[config.mk]
export PLATFORM = sky130hd
export DESIGN_NAME = log_luminance_remap
export DESIGN_NICKNAME = d
export VERILOG_FILES = /design/src/hdl/llr_pkg.sv /design/src/hdl/log_luminance_remap.sv /design/src/hdl/llr_seq.sv /design/src/hdl/llr_dp.sv
export SDC_FILE = /design/constraint.sdc
export NUM_CORES = 1
export LEC_CHECK = 0
export ABC_AREA = 1
export BUFFER_PORTS_ARGS = -buffer_cell sky130_fd_sc_hd__buf_2
export CORE_ASPECT_RATIO = 1.75
export CORE_MARGIN = 2
export CORE_UTILIZATION = 35
export CTS_CLUSTER_DIAMETER = 100
export DETAILED_ROUTE_END_ITERATION = 16
export PLACE_DENSITY_LB_ADDON = 0.05
export SETUP_SLACK_MARGIN = 0.02
export SYNTH_ARGS = -nofsm -noshare
export SYNTH_HDL_FRONTEND = slang
export SYNTH_SLANG_ARGS = --single-unit
[constraint.sdc]
create_clock -name clk -period 19.8 [get_ports clk]
set_input_delay 1.98 -clock clk [delete_from_list [all_inputs] [get_ports clk]]
set_output_delay 1.98 -clock clk [all_outputs]
set_load 0.01 [all_outputs]
[src/hdl/llr_pkg.sv]
// Shared types and constants for the logarithmic luma remap block.
package llr_pkg;

	localparam int LEVELS      = 256;
	localparam int LEVEL_MAX   = LEVELS - 1;
	localparam int DIV_STEPS   = 24;
	localparam int SQR_STEPS   = 16;
	localparam int CNT_W       = 5;

	localparam logic [11:0] CONTRAST_RESET = 12'd256;

	typedef enum logic [1:0] {
		ACT_CLEAR   = 2'd0,
		ACT_OBSERVE = 2'd1,
		ACT_MAP     = 2'd2
	} llr_action_t;

	typedef enum logic [2:0] {
		ST_IDLE,
		ST_DIV,
		ST_YLD,
		ST_NORM,
		ST_SQR,
		ST_MUL1,
		ST_MUL2,
		ST_DONE
	} llr_state_t;

	typedef struct packed {
		logic load;
		logic zero_res;
		logic div_step;
		logic y_load;
		logic norm_step;
		logic sqr_step;
		logic mul1;
		logic mul2;
	} llr_ctl_t;

endpackage

[src/hdl/log_luminance_remap.sv]
// Map items: e = 0..8 normalizing shifts lie between the divide and the squaring steps.
// Divider (24 steps), shifter and squaring multiplier (16 steps) share one datapath.
// A new beat is taken in the cycle after the result moves to the output register.
// Clear, observe and unused actions leave the sequencer idle; a map with zero peak goes straight to done.
// Reset (arst_n low) clears peak to 0, contrast to 1.0 and drops any pending beat.
module log_luminance_remap
	import llr_pkg::*;
(
	input  logic        clk,
	input  logic        arst_n,
	input  logic        cfg_wr_en,
	input  logic [11:0] cfg_wr_data,      // contrast_gain
	input  logic        s_axis_tvalid,
	output logic        s_axis_tready,
	input  logic [7:0]  s_axis_tdata,     // pixel_value
	input  logic [1:0]  s_axis_tuser,     // action
	output logic        m_axis_tvalid,
	input  logic        m_axis_tready,
	output logic [7:0]  m_axis_tdata      // mapped_value
);

	logic [11:0] contrast_q;
	logic [7:0]  peak_q;
	logic        out_valid_q;
	logic [7:0]  out_data_q;

	logic        in_fire;
	logic        out_free;
	logic        out_load;
	logic        norm_done;
	logic [7:0]  result;
	llr_ctl_t    ctl;

	assign in_fire       = s_axis_tvalid && s_axis_tready;
	assign out_free      = !out_valid_q || m_axis_tready;
	assign m_axis_tvalid = out_valid_q;
	assign m_axis_tdata  = out_data_q;

	always_ff @(posedge clk or negedge arst_n) begin
		if (!arst_n) begin
			contrast_q  <= CONTRAST_RESET;
			peak_q      <= '0;
			out_valid_q <= 1'b0;
		end else begin
			if (cfg_wr_en) begin
				contrast_q <= cfg_wr_data;
			end
			if (in_fire) begin
				case (s_axis_tuser)
					ACT_CLEAR:   peak_q <= '0;
					ACT_OBSERVE: begin
						if (s_axis_tdata > peak_q) begin
							peak_q <= s_axis_tdata;
						end
					end
					default: ;
				endcase
			end
			if (out_load) begin
				out_valid_q <= 1'b1;
			end else if (m_axis_tready) begin
				out_valid_q <= 1'b0;
			end
		end
	end

	always_ff @(posedge clk) begin
		if (out_load) begin
			out_data_q <= result;
		end
	end

	llr_seq u_seq (
		.clk       (clk),
		.arst_n    (arst_n),
		.in_fire   (in_fire),
		.action    (s_axis_tuser),
		.peak_zero (peak_q == 8'd0),
		.norm_done (norm_done),
		.out_free  (out_free),
		.ready     (s_axis_tready),
		.out_load  (out_load),
		.ctl       (ctl)
	);

	llr_dp u_dp (
		.clk       (clk),
		.arst_n    (arst_n),
		.ctl       (ctl),
		.pixel     (s_axis_tdata),
		.peak      (peak_q),
		.contrast  (contrast_q),
		.norm_done (norm_done),
		.result    (result)
	);

	a_peak_grows: assert property (@(posedge clk) disable iff (!arst_n)
		in_fire && s_axis_tuser == ACT_OBSERVE |=> peak_q >= $past(s_axis_tdata))
		else $error("observed sample above peak");

	a_peak_clear: assert property (@(posedge clk) disable iff (!arst_n)
		in_fire && s_axis_tuser == ACT_CLEAR |=> peak_q == 8'd0)
		else $error("peak not cleared");

	a_zero_peak_map: assert property (@(posedge clk) disable iff (!arst_n)
		in_fire && s_axis_tuser == ACT_MAP && peak_q == 8'd0 && !m_axis_tvalid
		|-> ##2 m_axis_tvalid && m_axis_tdata == 8'd0)
		else $error("map with zero peak did not give zero");

	a_no_load_when_full: assert property (@(posedge clk) disable iff (!arst_n)
		out_load |-> !m_axis_tvalid || m_axis_tready)
		else $error("result overwrote a pending beat");

endmodule

[src/hdl/llr_seq.sv]
// Sequencer that steps the shared datapath through divide, normalize, log and scale.
module llr_seq
	import llr_pkg::*;
(
	input  logic       clk,
	input  logic       arst_n,
	input  logic       in_fire,
	input  logic [1:0] action,
	input  logic       peak_zero,
	input  logic       norm_done,
	input  logic       out_free,
	output logic       ready,
	output logic       out_load,
	output llr_ctl_t   ctl
);

	llr_state_t        state_q, state_d;
	logic [CNT_W-1:0]  cnt_q;
	logic              map_fire;

	assign map_fire = in_fire && (action == ACT_MAP);

	always_ff @(posedge clk or negedge arst_n) begin
		if (!arst_n) begin
			state_q <= ST_IDLE;
			cnt_q   <= '0;
		end else begin
			state_q <= state_d;
			if (state_q == ST_DIV || state_q == ST_SQR) begin
				cnt_q <= cnt_q + CNT_W'(1);
			end else begin
				cnt_q <= '0;
			end
		end
	end

	always_comb begin
		state_d = state_q;
		case (state_q)
			ST_IDLE: begin
				if (map_fire) begin
					state_d = peak_zero ? ST_DONE : ST_DIV;
				end
			end
			ST_DIV: begin
				if (cnt_q == CNT_W'(DIV_STEPS - 1)) begin
					state_d = ST_YLD;
				end
			end
			ST_YLD:  state_d = ST_NORM;
			ST_NORM: begin
				if (norm_done) begin
					state_d = ST_SQR;
				end
			end
			ST_SQR: begin
				if (cnt_q == CNT_W'(SQR_STEPS - 1)) begin
					state_d = ST_MUL1;
				end
			end
			ST_MUL1: state_d = ST_MUL2;
			ST_MUL2: state_d = ST_DONE;
			ST_DONE: begin
				if (out_free) begin
					state_d = ST_IDLE;
				end
			end
			default: state_d = ST_IDLE;
		endcase
	end

	always_comb begin
		ready         = (state_q == ST_IDLE);
		out_load      = (state_q == ST_DONE) && out_free;
		ctl.load      = (state_q == ST_IDLE) && map_fire;
		ctl.zero_res  = (state_q == ST_IDLE) && map_fire && peak_zero;
		ctl.div_step  = (state_q == ST_DIV);
		ctl.y_load    = (state_q == ST_YLD);
		ctl.norm_step = (state_q == ST_NORM) && !norm_done;
		ctl.sqr_step  = (state_q == ST_SQR);
		ctl.mul1      = (state_q == ST_MUL1);
		ctl.mul2      = (state_q == ST_MUL2);
	end

	a_cnt_div: assert property (@(posedge clk) disable iff (!arst_n)
		state_q == ST_DIV |-> cnt_q < CNT_W'(DIV_STEPS))
		else $error("divide step count overran");

	a_norm_exit: assert property (@(posedge clk) disable iff (!arst_n)
		state_q == ST_NORM && state_d == ST_SQR |-> norm_done)
		else $error("log started on unnormalized mantissa");

endmodule

[src/hdl/llr_dp.sv]
// Datapath with one shared multiplier, restoring divider step and shift register.
module llr_dp
	import llr_pkg::*;
(
	input  logic        clk,
	input  logic        arst_n,
	input  llr_ctl_t    ctl,
	input  logic [7:0]  pixel,
	input  logic [7:0]  peak,
	input  logic [11:0] contrast,
	output logic        norm_done,
	output logic [7:0]  result
);

	logic [24:0] acc_q;
	logic [7:0]  rem_q;
	logic [3:0]  exp_q;
	logic [15:0] frac_q;
	logic [31:0] prod_q;
	logic [7:0]  res_q;

	logic [8:0]  shifted;
	logic [9:0]  diff;
	logic [19:0] mul_a;
	logic [16:0] mul_b;
	logic [36:0] prod;
	logic [17:0] sq_t;
	logic [39:0] scaled;

	assign shifted   = {rem_q, acc_q[23]};
	assign diff      = {1'b0, shifted} - {2'b0, peak};
	assign norm_done = (acc_q[24:17] == 8'd0);
	assign sq_t      = prod[33:16];
	assign scaled    = {8'd0, prod_q} * 40'(LEVEL_MAX);
	assign result    = res_q;

	always_comb begin
		if (ctl.mul1) begin
			mul_a = {exp_q, frac_q};
			mul_b = {5'd0, contrast};
		end else begin
			mul_a = {3'd0, acc_q[16:0]};
			mul_b = acc_q[16:0];
		end
		prod = 37'(mul_a) * 37'(mul_b);
	end

	always_ff @(posedge clk) begin
		if (ctl.load) begin
			acc_q  <= {1'b0, pixel, 16'd0};
			rem_q  <= '0;
			exp_q  <= '0;
			frac_q <= '0;
		end
		if (ctl.div_step) begin
			if (!diff[9]) begin
				rem_q <= diff[7:0];
				acc_q <= {acc_q[24], acc_q[22:0], 1'b1};
			end else begin
				rem_q <= shifted[7:0];
				acc_q <= {acc_q[24], acc_q[22:0], 1'b0};
			end
		end
		if (ctl.y_load) begin
			acc_q <= {1'b0, acc_q[23:0]} + 25'(1 << 16);
		end
		if (ctl.norm_step) begin
			acc_q <= acc_q >> 1;
			exp_q <= exp_q + 4'd1;
		end
		if (ctl.sqr_step) begin
			if (sq_t[17]) begin
				acc_q  <= {8'd0, sq_t[17:1]};
				frac_q <= {frac_q[14:0], 1'b1};
			end else begin
				acc_q  <= {8'd0, sq_t[16:0]};
				frac_q <= {frac_q[14:0], 1'b0};
			end
		end
		if (ctl.mul1) begin
			prod_q <= prod[31:0];
		end
		if (ctl.zero_res) begin
			res_q <= '0;
		end else if (ctl.mul2) begin
			if (scaled[39:24] >= 16'(LEVELS)) begin
				res_q <= 8'(LEVEL_MAX);
			end else begin
				res_q <= scaled[31:24];
			end
		end
	end

	a_rem_below_peak: assert property (@(posedge clk) disable iff (!arst_n)
		ctl.div_step |-> rem_q < peak)
		else $error("divider remainder not below divisor");

	a_mant_range: assert property (@(posedge clk) disable iff (!arst_n)
		ctl.sqr_step |-> acc_q[24:17] == 8'd0)
		else $error("mantissa reached 2.0 before squaring");

endmodule

; Word level (Yosys, flattened, before mapping)
; Index checks and enable logic that the tools add are counted.
[op_classes]
add_sub_neg = 4
multipliers = 2
magnitude_cmp = 2
eq_ne = 18
mux = 30
reduce_logical = 24
[op_table]
columns = cell, count
row1 = 25-bit 2-to-1 mux, 5
row2 = 32-bit by 8-bit multiplier with 40-bit output (second input constant), 1
row3 = 8-bit 2-to-1 mux, 5
row4 = 20-bit by 17-bit multiplier with 34-bit output, 1
row5 = 17-bit 2-to-1 mux, 2
row6 = 16-bit 2-to-1 mux, 2
row7 = 24-bit by 17-bit adder with 25-bit output (second input constant), 1
row8 = 3-bit one-hot mux with 8 select lines, 1
row9 = 20-bit 2-to-1 mux, 1
row10 = 3-bit 2-to-1 mux, 6
row11 = 16-bit by 9-bit >= comparator with 1-bit output (second input constant), 1
row12 = 8-bit zero test, 2
row13 = 8-bit one-hot mux with 2 select lines, 1
row14 = 3-bit equality test (second input constant), 4
row15 = 2-bit by 1-bit != test with 1-bit output (second input constant), 5
row16 = 2-bit nonzero test, 5
row17 = 9-bit by 8-bit subtractor with 10-bit output, 1
row18 = 8-bit > comparator, 1
row19 = 4-bit 2-to-1 mux, 2
row20 = 3-bit by 2-bit equality test with 1-bit output (second input constant), 2
row21 = 1-bit logical AND, 6
row22 = 5-bit by 1-bit adder with 5-bit output (second input constant), 1
row23 = 5-bit by 4-bit equality test with 1-bit output (second input constant), 1
row24 = 5-bit equality test (second input constant), 1
row25 = other kinds (17), 22
[totals]
ff_bits = 130
inputBits = 27
output_inout_bits = 10
wordCells = 93

; Logic depth before layout (Yosys ltp)
; Gate-level depths: netlist of the first run.
[depth]
ltp_word = 9
ltp_mapped = 33
depth_no_buf = 32

; Hierarchy
; Synthesis of the first run repeated with hierarchy kept, for this count alone.
[hier_totals]
hier_cells = 3063
area_unflattened_um2 = 24130.6
[by_module_without_submodules]
columns = mod, n_inst, cells_each, area_per_inst_um2, seq_area_each_um2
row1 = llr_dp, 1, 2857, 22250.1, 2712.6
row2 = log_luminance_remap, 1, 132, 1366.3, 767.0
row3 = llr_seq, 1, 74, 514.2, 200.2

; Least setup slack after synthesis of the first run
; No wires, ideal clock.
[synth_timing]
path_kind = reg-to-reg
startpoint = register u_seq.state_q[0]
endpoint = register u_dp.acc_q[16], data pin
setup_ps = 267
t_arrival_ps = 7034
t_required_ps = 19533
path_slack_ps = 12499
path_stages_with_launch = 29
path_buffers = 2
period_less_slack_ps = 7301
path_cell_list = dfrtp_1 > inv_1 > nor2_1 > nand2_2 > buf_2 > clkinv_1 > a21oi_1 > clkinv_1 > nand2_1 > fa_1 > fa_1 > inv_1 > fa_1 > inv_1 > fa_1 > fa_1 > fa_1 > inv_1 > ha_1 > nand2_1 > nor2_4 > nand2_2 > o21ai_2 > nand3_2 > nand2_2 > xor2_1 > nor2_4 > buf_6 > nand3b_1
[synth_via]
elab_chain_cells = 5
word_cells_on_any_way = 14
classes_between = mul: 1 / eq/ne: 5 / mux: 7 / reduce/logical: 1
[synth_rtl]
columns = item, line
row1 = "start, declared", llr_seq.sv:17  ; llr_state_t state_q, state_d;
row2 = "start signal, assigned", llr_seq.sv:28  ; state_q <= state_d;
row3 = 3-bit equality test or 3-bit by 1-bit equality test with 1-bit output (tied branches), "llr_seq.sv:81, llr_seq.sv:77"
row4 = "20-bit 2-to-1 mux, or another cell as far along", llr_dp.sv:38  ; if (ctl.mul1) begin
row5 = 20-bit by 17-bit multiplier with 34-bit output or 25-bit 2-to-1 mux (tied branches), "llr_dp.sv:45, llr_dp.sv:64"
row6 = 17-bit 2-to-1 mux or 25-bit 2-to-1 mux (tied branches), "llr_dp.sv:72, llr_dp.sv:67"
row7 = 25-bit 2-to-1 mux *, llr_dp.sv:71  ; if (ctl.sqr_step) begin
row8 = "end signal, assigned", llr_dp.sv:50  ; acc_q <= {1'b0, pixel, 16'd0};
row9 = "end signal, assigned", llr_dp.sv:73  ; acc_q <= {8'd0, sq_t[17:1]};
row10 = "end signal, assigned", llr_dp.sv:76  ; acc_q <= {8'd0, sq_t[16:0]};
row11 = "end, declared", llr_dp.sv:15  ; logic [24:0] acc_q;
; Mark *: on every way between the ends. The rest lies on a longest branch, timed or not. The select of a mux whose other input is x is not followed.
; A chain may end at the register's enable or synchronous reset.

; Worst setup path in the final report of the first run
[layout_timing]
startpoint = register u_seq.state_q[0]
endpoint = register u_dp.acc_q[11], data pin
[layout_via]
elab_chain_cells = 5
word_cells_on_any_way = 14
classes_between = mul: 1 / eq/ne: 5 / mux: 7 / reduce/logical: 1
[layout_rtl]
columns = item, line
row1 = 3-bit equality test *, llr_seq.sv:81  ; ctl.mul1 = (state_q == ST_MUL1);
row2 = 20-bit 2-to-1 mux or 17-bit 2-to-1 mux (tied branches), llr_dp.sv:38
row3 = 20-bit by 17-bit multiplier with 34-bit output *, llr_dp.sv:45  ; prod = 37'(mul_a) * 37'(mul_b);
row4 = net u_dp.prod[28], llr_dp.sv:26  ; logic [36:0] prod;
row5 = 17-bit 2-to-1 mux *, llr_dp.sv:72  ; if (sq_t[17]) begin
row6 = 25-bit 2-to-1 mux *, llr_dp.sv:71
; Mark *: on every way through the listed nets, which the timed path passes. The rest lies on a longest branch. The select of a mux whose other input is x is not followed.

==> qor.yml, run 1 <==
cts_buffer_depth: 2
yosysUniqueCellTypes: 51
via_per_inst: 4.90
synth_top_area_frac: 0.363
dr.first_iter.drc_count: 932
row_count: 124
setup_viol_count_final: 0
cts_tree: "built"
diodes: 0
placedCellCount: 3630
synth-seq-area-share: 0.160
drive_above_1_share: 0.0390
fillerInstances: 6844
clock_skew_ns: 0.0211
cts_num_sinks: 130
dpl.hpwl_mm: 63.8
grt_overflow: 0
cts_buffers: 17
synth_cells: 2794
routabilityCongestion: 0.935
use_met3: 0.0210
grt_pass1_wl_mm: 115
vias: 17900
syn_to_final_growth_pct: 7.59
worstMarginPinSlew_ns: 1.09
cts.htree.levels: 4
wire_per_inst_um: 20.0
die_h_um: 343
cp_slowest_cell: "fa_1"
min_period_over_period: 0.448
worstPathMaxFanout: 42
period_needed_ns: 8.88
cp_common_cell: "inv_1"
synth-async-reset-ratio: 0.223
seqCellArea_mm2: 0.00368
crit_arrival_ns: 9.23
hold_violations: 0
cts_resized: 0
hold_path_class: "reg -> reg"
track_usage: 0.231
initial_core_util: 0.353
synth_common_cells: "inv_1 (719), nand2_1 (572), fa_1 (417)"
dieArea_mm2: 0.0679
synth_warnings: 0
clock.fmax_mhz: 113
fin_tns_setup_ns: 0
path_class: "reg -> reg"
coreArea_mm2: 0.0652
multi_input_area_mm2: 0.0164
fp.dieW_um: 198
cts_root_buffer: "clkbuf_16"
holdBufCountCts: 0
yosysMostFrequentCell: "inv_1"
syn_area_mm2: 0.0230
fin_cells: 3662
drv_slew: 0
clk_pin_slew_worst_paths_ns: 0.08
fin_nets: 3446
post_cts_buffers: 0
clock_latency_ns: 0.49
crit_path_end_kind: "flip-flop"
ant_nets: 0
slew_headroom: 0.266
grt_pass1_vias: 20200
hold_slack_ns: 0.433
synth_edf_count: 93
synth.area.top_cells: "fa_1 (36%), edfxtp_1 (12%), inv_1 (12%)"
num_io_pins: 37
cpPeakStageDelay_ns: 0.68
routed_wl_mm: 73.1
drtPass1Iterations: 5
rsz0062_at_grt: "false"
status: "completed"
drcViolationCount: 0
synth_top_cell_by_area: "fa_1"
place_ws_ns: 10.92
grt_max_degree: 43
top_usage_layer: "met2"
ys_ff_latch: 130
grt_util_met1: 0.226
numPortBuffers: 36
syn-mean-instance-area_um2: 8.24
worstPathRequired_ns: 20.15
met2_usage: 0.468
crit_path_start_kind: "flip-flop"
maxCapViolCount: 0
ys.flop_type: "edfxtp_1"
antenna_found_initial: 0
layout_setup_ws_ns: 10.92
-- layout make-up --
class / instances / share of cell area
multi-input cells: 1897 / 0.663
inverters: 734 / 0.111
clock buffers: 17 / 0.0172
clock inverters: 15 / 0.00657
well taps: 819 / 0.0414
repair buffers: 50 / 0.0115
flip-flops and latches: 130 / 0.149
-- worst max-delay path, delay by kind of cell (launching register included) --
family	cells	cell delay (ns)
xor gates and xnor gates	1	0.41
AOI/OAI and AO/OA	2	0.77
adders and majority gates	7	3.52
buffers and inverters	8	1.41
DFF	1	0.41
and+or+nand+nor	11	2.19
-- sequential cells by signal, indices dropped and copies added (netlist names), 8 cells and up --
signal / flops
u_dp.result: 8
u_dp.acc_q: 25
peak_q: 8
u_dp.prod_q: 32
u_dp.rem_q: 8
u_dp.frac_q: 16
m_axis_tdata: 8
contrast_q: 12
-- path summary, 6_finish.rpt --
kind / from / to / slack (ns) / depth (start not counted)
hold reg to reg: u_dp.result[7] / m_axis_tdata[7] / 0.43 / 0
max in group asynchronous: arst_n / contrast_q[3] / 17.68 / 1
min in group asynchronous: arst_n / u_seq.cnt_q[3] / 1.58 / 1
setup reg to reg: u_seq.state_q[0] / u_dp.acc_q[11] / 10.92 / 29
setup / recovery: u_seq.state_q[0] / u_dp.acc_q[11] / 10.92 / 29
hold / removal: u_dp.result[7] / m_axis_tdata[7] / 0.43 / 0
-- cell usage in the layout, fill, tap and decap left out, types with 5 or more instances in the layout --
| cell | netlist | routed |
|---|---|---|
| a21oi_1 | 101 | 101 |
| inv_1 | 719 | 719 |
| nand2_1 | 572 | 572 |
| nor2_1 | 285 | 285 |
| edfxtp_1 | 93 | 93 |
| nand4_1 | 16 | 16 |
| buf_4 | 0 | 14 |
| buf_2 | 10 | 36 |
| o21ai_1 | 11 | 11 |
| dfrtp_1 | 28 | 28 |
| nor3_1 | 17 | 17 |
| xnor2_1 | 15 | 15 |
| conb_1 | 2 | 9 |
| ha_1 | 172 | 172 |
| o21ai_0 | 85 | 85 |
| clkbuf_16 | 0 | 17 |
| nand3b_1 | 17 | 17 |
| clkinv_1 | 12 | 12 |
| nand3_1 | 61 | 61 |
| a21o_1 | 5 | 5 |
| nor4_1 | 8 | 8 |
| fa_1 | 417 | 417 |
| o22ai_1 | 18 | 18 |
| xor2_1 | 29 | 29 |
| inv_8 | 0 | 5 |
| dfxtp_1 | 8 | 8 |
| a31oi_1 | 7 | 7 |
| o21bai_1 | 11 | 11 |
-- metal layers --
layer | wire (um) | vias to the layer above
li1 | - | 8462
met1 | 25500 | 8994
met2 | 42000 | 340
met3 | 1450 | 134
met4 | 4050 | 0
met5 | 0 | -
-- per-stage QoR --
step,utilization,cell area [um2]
after floorplan,-,23000
after global placement,0.371,24200
after detailed placement,0.371,24200
after CTS,0.380,24800
after global routing,0.380,24800
final,0.380,24800
-- kinds of logic after synthesis --
logic type	after synthesis	synth area share
and+or+nand+nor	989	0.174
buffers and inverters	774	0.127
adders and majority gates	589	0.456
AOI/OAI and AO/OA	263	0.0642
DFF	130	0.160
xor gates and xnor gates	44	0.0167
muxes	3	0.00147
other	2	0.000326
Power of run 1 is not shown: default switching activity piles up to over one toggle a cycle in this logic, so the estimate is an artifact.
==> run 2, diff against run 1 <==
- clock period: 19.8 -> 8 ns (I/O delays scaled with it)
==> run 2 against run 1 <==
Against the previous run: core utilization increased by 0.51 points; die area is the same; sequential share of layout area decreased by 0.20 points; global-route usage increased by 0.19 points; clock skew rose by 0.0051 ns; wire length up 1.9%; via count grew 1.4%; highest routed layer unchanged; clock-buffer cell count stayed put; sequential cell count unchanged; worst setup slack got worse by 10 ns; cell area rose by 1.3%; maximum frequency up 17%.
==> qor.yml, run 2 (synthesis results as in run 1) <==
final_common_cell: "inv_1"
initial_core_util: 0.353  # unchanged
num_io_pins: 37  # unchanged
row_count: 124  # unchanged
die_h_um: 343  # unchanged
cts_num_sinks: 130  # unchanged
dieArea_mm2: 0.0679  # unchanged
fin_tns_setup_ns: 0  # unchanged
path_class: "reg -> reg"
rsz0062_at_grt: "false"
drtPass1Iterations: 6  # +1
dr.first_iter.drc_count: 975  # +4.6%
maxCapViolCount: 0  # unchanged
reg_top3: "u_dp.prod_q x32, u_dp.acc_q x25, u_dp.frac_q x16"
regMostFlops: "u_dp.prod_q"
drive_above_1_share: 0.0556  # +0.0165
cts_buffers: 17  # unchanged
cts_root_buffer: "clkbuf_16"
grt_pass1_vias: 20000  # -1.1%
dpl.hpwl_mm: 64.9  # +1.6%
crit_path_start_kind: "flip-flop"
cts.htree.levels: 4  # unchanged
grt_max_degree: 33  # -23%
routabilityCongestion: 0.966  # +3.4%
min_period_over_period: 0.946  # +0.497
crit_buf_inv: 9  # +1
vias: 18200  # +1.4%
grt_overflow: 0  # unchanged
clock.fmax_mhz: 132  # +17%
grt_pass1_wl_mm: 115  # +0.11%
status: "completed"
cts_buffer_depth: 2  # unchanged
wire_per_inst_um: 20.1  # +0.91%
largest_reg_flops: 32  # unchanged
fp.dieW_um: 198  # unchanged
via_per_inst: 4.92  # +0.40%
ant_nets: 0  # unchanged
crit_path_end_kind: "flip-flop"
slew_headroom: 0.311  # +0.0444
clock_latency_ns: 0.51  # +0.02 ns
clk_pin_slew_worst_paths_ns: 0.07  # about the same
coreArea_mm2: 0.0652  # unchanged
cts_tree: "built"
antenna_found_initial: 1  # +1
cpLargestDelayFamily: "adder cells"
drcViolationCount: 0  # unchanged
syn_to_final_growth_pct: 9.03
hold_violations: 0  # unchanged
holdBufCountCts: 0  # unchanged
period_needed_ns: 7.57  # -1.31 ns
hold_path_class: "in -> async"
worstMarginPinSlew_ns: 1.02  # -0.0701 ns
track_usage: 0.232  # +0.00193
numPortBuffers: 36  # unchanged
worstPathRequired_ns: 8.24  # -11.91 ns
worstPathMaxFanout: 17  # -60%
routed_wl_mm: 74.5  # +1.9%
drv_slew: 0  # unchanged
cpPeakStageDelay_ns: 0.55  # -0.13 ns
clock_skew_ns: 0.0261  # +0.00505 ns
crit_arrival_ns: 7.81  # -1.42 ns
final_cell_mix: "inv_1 (715), nand2_1 (571), fa_1 (417), nor2_1 (285), ha_1 (172)"
setup_viol_count_final: 0  # unchanged
fin_nets: 3482  # +1.0%
cp_slowest_cell: "fa_1"
[run 2: changes by cell type in the layout (fill, tap and decap cells not counted), moves of 2 or more]
cell        change
buf_4          +34
clkinv_1        -6
inv_2           +6
inv_1           -4
o21ai_0         -4
buf_12          +2
clkinv_2        +2
clkinvlp_4      +2
inv_6           +2
o21ai_1         +2
o21ai_4         +2
[run 2: final timing paths]
check / start / to / slack (ns) / cells past startpoint
max in group asynchronous: arst_n / contrast_q[0] / 7.04 / 1
hold reg to reg: u_dp.result[7] / m_axis_tdata[7] / 0.43 / 0
min in group clk: u_dp.result[7] / m_axis_tdata[7] / 0.43 / 0
hold / removal: arst_n / peak_q[4] / 0.40 / 1
setup / recovery: u_seq.state_q[0] / u_dp.acc_q[16] / 0.43 / 30
setup reg to reg: u_seq.state_q[0] / u_dp.acc_q[16] / 0.43 / 30
[run 2: layer usage]
layer / track usage / share of wire / vias up
met5: 0 / 0 / -
met4: 0.132 / 0.060 / 0
met3: 0.0236 / 0.026 / 151
met2: 0.465 / 0.57 / 401
met1: 0.228 / 0.34 / 9100
li1: - / - / 8531
[run 2: worst register-to-register path, delay by kind of cell, from the launching register on]
family          cells  cell delay (ns)
compound gates      5             1.02
xor+xnor            1             0.22
fa+ha+maj           7             3.44
buf+inv             9             1.12
flops               1             0.42
simple gates        8             1.10
[run 2: per-stage QoR]
step	setup slack, ns	instance area (um2)	cells	hold slack, ns	util
2_1_floorplan	0.699	23000	2801	0.403	-
3_3_place_gp	0.164	24400	3665	0.415	0.375
3_5_place_dp	0.0199	24400	3665	0.413	0.375
4_1_cts	0.0702	25000	3697	0.408	0.384
5_1_grt	0.0935	25100	3698	0.440	0.385
6_report	0.434	25100	3699	0.397	0.385
[run 2: cell type report]
cell class	count	area, um2
Antenna cell	1	2.50
Multi-Input combinational cell	1897	16500
Clock inverter	15	155
Clock buffer	17	425
Sequential cell	130	3680
Timing Repair Buffer	86	581
Tap cell	819	1020
Fill cell	6916	40100
Inverter	734	2770
[run 2: timing repair]
| action | CTS | global route |
|---|---|---|
| endpoints found under the setup margin | 17 | 25 |
| pin swaps | 0 | 1 |
| resized for setup | 2 | 18 |
| setup buffers | 0 | 1 |
Power of run 2 is left out for the same reason.
